`src/timestamped_stereo_frame_fifo_top_macros.svh`:
```
// ----------------------------------------------------------------------------
// Assertion macros for the timestamped stereo frame FIFO
// Concurrent checks that can be compiled out by defining ASSERT_OFF.
// ----------------------------------------------------------------------------
`ifndef TIMESTAMPED_STEREO_FRAME_FIFO_TOP_MACROS_SVH
`define TIMESTAMPED_STEREO_FRAME_FIFO_TOP_MACROS_SVH

`ifndef ASSERT_OFF
`define TSF_ASSERT_IMP(name, clk, rst_n, ante, cons) \
    name: assert property (@(posedge clk) disable iff (!rst_n) (ante) |-> (cons)) \
        else $error("same-cycle check failed");
`define TSF_ASSERT_NEXT(name, clk, rst_n, ante, cons) \
    name: assert property (@(posedge clk) disable iff (!rst_n) (ante) |=> (cons)) \
        else $error("next-cycle check failed");
`else
`define TSF_ASSERT_IMP(name, clk, rst_n, ante, cons)
`define TSF_ASSERT_NEXT(name, clk, rst_n, ante, cons)
`endif

`endif

```
`src/tsfifo_pkg.sv`:
```
// ----------------------------------------------------------------------------
// Timestamped stereo frame FIFO package
// Sizes, operation and status codes, and controller to datapath types.
// ----------------------------------------------------------------------------
package tsfifo_pkg;

    localparam int DEPTH    = 1024;
    localparam int ADDR_W   = $clog2(DEPTH);
    localparam int PTR_W    = ADDR_W + 1;
    localparam int MAX_READ = 64;
    localparam int CNT_W    = $clog2(MAX_READ + 1);
    localparam int LEN_W    = 16;
    localparam int LIMIT_W  = 7;
    localparam int FILL_W   = 11;
    localparam int CMP_W    = LEN_W + PTR_W;

    localparam logic [2:0] OP_WRITE_BEGIN = 3'd0;
    localparam logic [2:0] OP_WRITE_FRAME = 3'd1;
    localparam logic [2:0] OP_READ        = 3'd2;
    localparam logic [2:0] OP_PACKET_READ = 3'd3;
    localparam logic [2:0] OP_CLEAR       = 3'd4;
    localparam logic [2:0] OP_QUERY       = 3'd5;

    localparam logic [1:0] ST_OK       = 2'd0;
    localparam logic [1:0] ST_REFUSED  = 2'd1;
    localparam logic [1:0] ST_NO_BURST = 2'd2;
    localparam logic [1:0] ST_EMPTY    = 2'd3;

    localparam logic [3:0] DP_NONE         = 4'd0;
    localparam logic [3:0] DP_SINGLE       = 4'd1;
    localparam logic [3:0] DP_READ_BEGIN   = 4'd2;
    localparam logic [3:0] DP_CAPTURE      = 4'd3;
    localparam logic [3:0] DP_CAPTURE_SCAN = 4'd4;
    localparam logic [3:0] DP_SCAN_NEXT    = 4'd5;
    localparam logic [3:0] DP_SCAN_END     = 4'd6;
    localparam logic [3:0] DP_REWIND       = 4'd7;
    localparam logic [3:0] DP_EMIT         = 4'd8;
    localparam logic [3:0] DP_EMIT_END     = 4'd9;

    typedef struct packed {
        logic [3:0] op;
    } dp_cmd_t;

    typedef struct packed {
        logic out_free;
        logic read_go;
        logic packet;
        logic multi;
        logic match;
        logic more;
        logic last;
    } dp_stat_t;

endpackage

```
`src/tsfifo_ctrl.sv`:
```
// ----------------------------------------------------------------------------
// Timestamped stereo frame FIFO controller
// Sequences single-result operations, the packet scan and frame delivery.
// ----------------------------------------------------------------------------
module tsfifo_ctrl (
    input  logic                 clk,
    input  logic                 rst_n,
    input  logic                 item_valid,
    output logic                 item_ready,
    input  tsfifo_pkg::dp_stat_t stat,
    output tsfifo_pkg::dp_cmd_t  cmd
);
    import tsfifo_pkg::*;

    localparam logic [2:0] S_IDLE   = 3'd0;
    localparam logic [2:0] S_FIRST  = 3'd1;
    localparam logic [2:0] S_SCAN   = 3'd2;
    localparam logic [2:0] S_REWIND = 3'd3;
    localparam logic [2:0] S_DLV    = 3'd4;

    logic [2:0] state_reg;
    logic [2:0] state_next;

    always_comb
    begin
        state_next = state_reg;
        cmd.op     = DP_NONE;
        item_ready = 1'b0;
        unique case (state_reg)
            S_IDLE:
            begin
                item_ready = stat.out_free;
                if (item_valid && stat.out_free)
                begin
                    if (stat.read_go)
                    begin
                        cmd.op     = DP_READ_BEGIN;
                        state_next = S_FIRST;
                    end
                    else
                    begin
                        cmd.op = DP_SINGLE;
                    end
                end
            end
            S_FIRST:
            begin
                if (stat.packet && stat.multi)
                begin
                    cmd.op     = DP_CAPTURE_SCAN;
                    state_next = S_SCAN;
                end
                else
                begin
                    cmd.op     = DP_CAPTURE;
                    state_next = S_DLV;
                end
            end
            S_SCAN:
            begin
                if (stat.match && stat.more)
                begin
                    cmd.op = DP_SCAN_NEXT;
                end
                else
                begin
                    cmd.op     = DP_SCAN_END;
                    state_next = S_REWIND;
                end
            end
            S_REWIND:
            begin
                cmd.op     = DP_REWIND;
                state_next = S_DLV;
            end
            S_DLV:
            begin
                if (stat.out_free)
                begin
                    if (stat.last)
                    begin
                        cmd.op     = DP_EMIT_END;
                        state_next = S_IDLE;
                    end
                    else
                    begin
                        cmd.op = DP_EMIT;
                    end
                end
            end
            default:
            begin
                state_next = S_IDLE;
            end
        endcase
    end

    always_ff @(posedge clk or negedge rst_n)
    begin
        if (!rst_n)
        begin
            state_reg <= S_IDLE;
        end
        else
        begin
            state_reg <= state_next;
        end
    end

endmodule

```
`config.mk`:
```
export PLATFORM = sky130hd
export DESIGN_NAME = tsfifo_ctrl
export DESIGN_NICKNAME = d
export VERILOG_FILES = /design/src/timestamped_stereo_frame_fifo_top_macros.svh /design/src/tsfifo_pkg.sv /design/src/tsfifo_ctrl.sv
export SDC_FILE = /design/constraint.sdc
export NUM_CORES = 1
export LEC_CHECK = 0
export ABC_CLOCK_PERIOD_IN_PS = 1300
export BUFFER_PORTS_ARGS = -buffer_cell sky130_fd_sc_hd__clkbuf_2
export CAP_MARGIN = 0
export CORE_AREA = 2 2 39 41
export DETAILED_ROUTE_END_ITERATION = 16
export DIE_AREA = 0 0 41 43
export PLACE_DENSITY_LB_ADDON = 0.12
export SETUP_SLACK_MARGIN = 0.2
export SLEW_MARGIN = 20
export SYNTH_ARGS = -nofsm -noshare
export SYNTH_HDL_FRONTEND = slang
export SYNTH_SLANG_ARGS = --single-unit
```
`constraint.sdc`:
```
create_clock -name clk -period 1.3 [get_ports clk]
set_clock_uncertainty 0.05 [all_clocks]
set_input_delay 0.065 -clock clk [delete_from_list [all_inputs] [get_ports clk]]
set_output_delay 0.065 -clock clk [all_outputs]
set_load 0.05 [all_outputs]
```
==> results.py, run 1 <==
metrics = {
    "run_status": {
        "status": "finished, violations left",
        "violations": "setup timing",
    },
    "synthesis": {
        "yosys-top-cells-area": "dfrtp_1, nor4b_4, nand2_1",
        "postSynthCellCount": 25,
        "syn_area_per_cell_um2": 9.01,
        "yosysSeqAreaShare_pct": 33.3,
        "yosys_warnings": 0,
        "syn-cell-area_um2": 225,
        "ys_ff_latch": 3,
        "synth_top_area_cell": "dfrtp_1",
        "synth_nets": 35,
        "synth_cell_type_count": 18,
        "synth.top_cell.area_share_pct": 33.3,
    },
    "finish": {
        "drive_gt1_share_pct": 72.7,
        "largest_reg_flops": 3,
        "finish.utilization_pct": 38.7,
        "post-route-cell-area_um2": 536,
        "area_growth_pct": 138,
        "final_cell_mix": "buf_4, clkbuf_2, nand2_1",
        "antenna_cells": 0,
        "layout_commonest_cell": "buf_4",
        "layout.nets": 66,
    },
    "drt": {
        "drt-vias-per-instance": 4.39,
        "postRouteAntennaNets": 0,
        "drt_wl_total_um": 810,
        "route.detailed.drc": 0,
        "dr.pass1.iters": 1,
        "vias": 312,
        "drt_iter0_drc": 0,
        "wl_per_cell_um": 11.4,
    },
    "die": {
        "die_h_um": 43,
        "dieArea_um2": 1760,
        "initial_core_util_pct": 16.3,
        "rows": 14,
        "core_um2": 1380,
        "chipWidth_um": 41,
        "design.portCount": 15,
    },
    "global_routing": {
        "gr-usage-all-layers_pct": 11.7,
        "grt_max_degree": 7,
        "grt-ovfl-total": 0,
        "grt_pass1_vias": 369,
        "antenna_found_initial": 0,
        "grt_pass1_wl_um": 1330,
    },
    "timing": {
        "slew_headroom_pct": 83.3,
        "fmax_mhz": 622,
        "drv_slew": 0,
        "period_needed_ns": 1.61,
        "fin_ws_ns": -0.308,
        "hold_viol": 0,
        "tightest_slew_ns": 0.250,
        "rsz0062_at_grt": "true",
        "setup_violations": 5,
        "finalCritPeriodShare_pct": 124,
    },
    "clocking": {
        "htreeDepth": 1,
        "clockRootBuffer": "clkbuf_4",
        "clkSinkCount": 3,
        "clock_latency_ns": 0.23,
        "cts_tree": "done",
        "clkTransAtPathRegs_ns": 0.04,
        "numCtsBuffers": 3,
        "clock_path_buffers": 2,
    },
    "power_and_ir_drop": {
        "power_density_nw_per_um2": 2630,
        "p_leak_nw": 0.260,
        "peakVddDrop_mv": 0.801,
        "seqPwrFrac_pct": 14.3,
        "power.switching_mw": 0.615,
        "clkPwrFrac_pct": 11.5,
        "p_int_mw": 0.796,
        "combPwrFrac_pct": 74.2,
        "switching_share_pct": 43.6,
    },
    "min_path": {
        "hp-class": "in2reg",
    },
    "worst_setup_path": {
        "cp-end-kind": "output port",
        "worstPathCellList": "nor4b_4 -> a32o_2 -> nand2b_4 -> buf_8",
        "cp_top_family": "simple AND/OR/NAND/NOR gates",
        "crit_type": "reg2out",
        "critPathMaxFanout": 6,
        "critPathSlowestCell": "dfrtp_2",
        "arrival_ns": 1.49,
        "crit_path_max_incr_delay_ns": 0.44,
        "worstSetupStartpointType": "flip-flop",
        "required_ns": 1.19,
        "crit_buf_inv": 1,
    },
    "placed_design": {
        "port_buffers": 14,
        "place_congestion": 0.749,
        "placed_cell_area_um2": 392,
        "place_ws_ns": -0.151,
        "hpwl_um": 573,
    },
    "flow_run": {
        "cap_violations": 0,
    },
}
[final cells by class]
type / count / area, um2
Clock buffer: 4 / 26.3
Tap cell: 16 / 20.0
Timing Repair Buffer: 26 / 225
Sequential cell: 3 / 78.8
Multi-Input combinational cell: 22 / 185
Fill cell: 138 / 848
[cells in the mapped netlist]
master	n
a211oi_1	1
a21oi_1	1
a31oi_1	1
a32o_2	1
and2_1	1
and2b_2	1
dfrtp_1	3
nand2_1	5
nand2b_1	2
nand3_1	1
nand3b_1	1
nand4_1	1
nand4b_1	1
nor2_1	1
nor3b_1	1
nor4b_4	1
o21ai_0	1
or3_1	1
[through the flow]
step | total power, mW | hold slack (ns) | std cells | TNS, ns
4_1_cts | 1.30 | 0.0722 | 70 | -0.887
3_5_place_dp | 0.929 | -0.183 | 64 | -0.297
2_1_floorplan | 0.645 | -0.281 | 25 | -1.32
5_1_grt | 1.50 | 0.108 | 71 | -1.21
3_3_place_gp | 0.933 | -0.185 | 64 | -0.319
6_report | 1.41 | 0.0912 | 71 | -0.881
[tightest hold or removal path, delay by kind of cell]
family                 cells  cell delay, ns
and+or+nand+nor            3            0.17
buffers and inverters      1            0.09
[worst paths after layout]
path,endpoint,cells after the start,from,slack (ns)
worst min register to register,state_reg[1],2,state_reg[2],0.58
min in group asynchronous,state_reg[2],2,rst_n,0.11
max in group asynchronous,state_reg[1],2,rst_n,0.96
worst max-delay path,cmd[1],4,state_reg[0],-0.31
worst min-delay path,state_reg[2],4,stat[0],0.09
worst max register to register,state_reg[0],4,state_reg[0],0
[cell families (layout without fill, tap and decap cells)]
group	after synthesis	in the layout	synth area share (%)
flops	3	3	33.3
compound gates	5	5	15.6
simple gates	17	17	51.1
buf+inv	0	30	0
[what timing repair did]
action                                  in CTS  in global routing
cloned                                       0                  0
endpoints found under the setup margin       6                  7
pin swaps                                    1                  2
resized for setup                           15                  8
hold endpoints to repair                     3                  0
setup buffers                                1                  1
hold buffers                                 1                  0
[power groups by stage]
stage | Combinational (mW) | Clock, mW | Sequential, mW
2_1_floorplan | 0.448 | 0 | 0.197
3_3_place_gp | 0.733 | 0 | 0.200
3_5_place_dp | 0.733 | 0 | 0.196
4_1_cts | 0.924 | 0.175 | 0.200
5_1_grt | 1.10 | 0.187 | 0.211
6_report | 1.05 | 0.162 | 0.202
[metal layers]
metal,share of wire (%),GRT usage (%),up-vias,wire length [um]
met5,0,0,-,0
met4,1.2,10.0,0,10
met3,4.0,1.57,2,32
met2,63,21.3,8,509
met1,32,9.68,147,257
li1,-,-,155,-
(Power assumes the default switching activity.)
==> run 2: changes to the inputs <==
Settings changed: ABC_AREA from default to 1.
==> run 2 against run 1 <==
  * The flow still finishes with violations (setup timing)
  * Critical path depth grew 2
  * Flip-flop and latch count did not move
  * Sequential power decreased by 9%
  * Maximum frequency is 18% higher
  * Synthesized cell count is 56% higher
  * Combinational power shrank 16%
  * Via count rose by 2.9%
  * Largest power group unchanged
==> results.py, run 2 <==
metrics = {
    "worst_setup_path": {
        "worstSetupStartpointType": "flip-flop",
        "r2r_slack_ns": 0.23,
        "arrival_ns": 1.25,
        "crit_type": "reg2out",
        "required_ns": 1.19,
        "r2r_end": "state_reg[1]",
        "rr_worst_depth": 4,
        "r2r-start": "state_reg[2]",
        "critPathMaxFanout": 5,
        "cp-end-kind": "output port",
    },
    "timing": {
        "hold_viol": 0,
        "tightest_slew_ns": 0.180,
        "fin_tns_setup_ns": -0.128,
        "fin_ws_ns": -0.0606,
        "whs_ns": 0.101,
        "fmax_mhz": 735,
        "finalCritPeriodShare_pct": 105,
        "period_needed_ns": 1.36,
        "setup_violations": 3,
        "rsz0062_at_grt": "true",
        "slew_headroom_pct": 88.0,
        "drv_slew": 0,
    },
    "die": {
        "design.portCount": 15,
        "initial_core_util_pct": 17.0,
        "die_h_um": 43,
        "chipWidth_um": 41,
        "rows": 14,
        "core_um2": 1380,
        "dieArea_um2": 1760,
    },
    "power_and_ir_drop": {
        "power_density_nw_per_um2": 2540,
        "peakVddDrop_mv": 0.905,
        "p_leak_nw": 0.270,
        "power_mw": 1.22,
    },
    "run_status": {
        "status": "finished, violations left",
        "violations": "setup timing",
    },
    "clocking": {
        "clkTransAtPathRegs_ns": 0.04,
        "clock_latency_ns": 0.23,
        "clock_path_buffers": 2,
        "cts_tree": "done",
        "clkSinkCount": 3,
        "htreeDepth": 1,
        "clockRootBuffer": "clkbuf_4",
        "numCtsBuffers": 3,
    },
    "placed_design": {
        "placed_cell_area_um2": 350,
        "hpwl_um": 506,
        "place_congestion": 0.710,
        "port_buffers": 14,
    },
    "synthesis": {
        "syn_area_per_cell_um2": 6.03,
        "yosysMostFrequentCell": "nand2_1",
        "synth.top_cell.area_share_pct": 31.9,
        "synth_nets": 49,
        "syn-cell-area_um2": 235,
        "yosys-top-cells-area": "dfrtp_1, nand2_1, nand3_1",
        "synth_common_cells": "nand2_1, nand3_1, nor2_1, inv_1, dfrtp_1",
        "yosysSeqAreaShare_pct": 31.9,
        "synthArstFlopShare_pct": 100,
        "synth_cell_type_count": 11,
        "ys_ff_latch": 3,
        "postSynthCellCount": 39,
        "synth_flop_cell": "dfrtp_1",
        "yosys_warnings": 0,
        "synth_top_area_cell": "dfrtp_1",
        "synth_edf_count": 0,
    },
    "min_path": {
        "min-delay-start": "stat[0]",
        "min_to": "state_reg[2]",
        "hold_depth": 4,
        "hp-class": "in2reg",
    },
    "finish": {
        "fillCellCount": 166,
        "layout.nets": 75,
        "finish.utilization_pct": 34.7,
        "largest_reg_flops": 3,
        "drive_gt1_share_pct": 57.8,
        "area_growth_pct": 104,
        "post-route-cell-area_um2": 480,
        "antenna_cells": 0,
        "final_cell_mix": "clkbuf_2, nand2_1, nand3_1, buf_4",
        "layout_commonest_cell": "clkbuf_2",
    },
    "global_routing": {
        "grt_pass1_vias": 249,
        "gr-usage-all-layers_pct": 7.35,
        "grt_max_degree": 6,
        "grt_pass1_wl_um": 862,
        "grt-ovfl-total": 0,
        "antenna_found_initial": 0,
    },
    "flow_run": {
        "cap_violations": 0,
    },
    "drt": {
        "drt_wl_total_um": 586,
        "postRouteAntennaNets": 0,
        "drt-vias-per-instance": 4.01,
        "drt_iter0_drc": 2,
        "route.detailed.drc": 0,
        "wl_per_cell_um": 7.33,
        "dr.pass1.iters": 2,
        "vias": 321,
    },
}
run 2: worst max-delay path, stage by stage, from the launching register on:
cell	delay, ns
dfrtp_1	0.42
nor2_4	0.17
nand2_2	0.07
nor2_1	0.09
nor2_1	0.05
nand2_2	0.07
buf_8	0.14
run 2: worst max-delay path by stage:
stage                 start         end  slack [ns]  depth (start not counted)
5_1_grt        state_reg[1]      cmd[0]       -0.14                          7
6_report       state_reg[0]      cmd[0]       -0.06                          6
4_1_cts        state_reg[2]      cmd[0]       -0.11                          6
3_5_place_dp   state_reg[2]      cmd[0]        0.05                          6
3_3_place_gp   state_reg[2]      cmd[0]        0.04                          6
2_1_floorplan  state_reg[2]  item_ready        0.13                          3
run 2: area by class of cell:
type | instances | area, um2 | area share, %
repair buffers | 21 | 174 | 36.2
inverters | 6 | 22.5 | 4.69
clock buffers | 4 | 26.3 | 5.47
well taps | 16 | 20.0 | 4.17
multi-input cells | 30 | 161 | 33.6
flip-flops and latches | 3 | 76.3 | 15.9
run 2: kinds of logic after synthesis:
| kind of cell | after synthesis | synth area share, % |
|---|---|---|
| and+or+nand+nor | 29 | 56.4 |
| AOI/OAI and AO/OA | 1 | 2.13 |
| buffers and inverters | 6 | 9.57 |
| DFF | 3 | 31.9 |
run 2: layer usage:
layer  vias up  GRT usage [%]  wire length, um
met5         -              0                0
met4         0           6.00                0
met3         0           1.57               23
met2         5           10.6              297
met1       143           8.77              265
li1        173              -                -
run 2: report_power, final:
part / switching [mW] / total, mW / internal [mW]
clock: 0.0444 / 0.159 / 0.115
sequential: 0.0513 / 0.183 / 0.132
combinational: 0.506 / 0.879 / 0.373
run 2: repair_timing:
| action | in CTS | in global routing |
|---|---|---|
| gates cloned | 0 | 0 |
| buffers inserted | 1 | 4 |
| endpoints found under the hold margin | 3 | 0 |
| resized for setup | 12 | 5 |
| setup endpoints to repair | 5 | 5 |
| hold buffers | 1 | 0 |
| pin swaps | 2 | 4 |
run 2: per-stage QoR:
| stage | setup WS [ns] | std cells |
|---|---|---|
| after floorplan | 0.132 | 39 |
| after global placement | 0.0379 | 70 |
| after detailed placement | 0.0480 | 70 |
| after CTS | -0.111 | 76 |
| after global routing | -0.138 | 80 |
| final | -0.0606 | 80 |
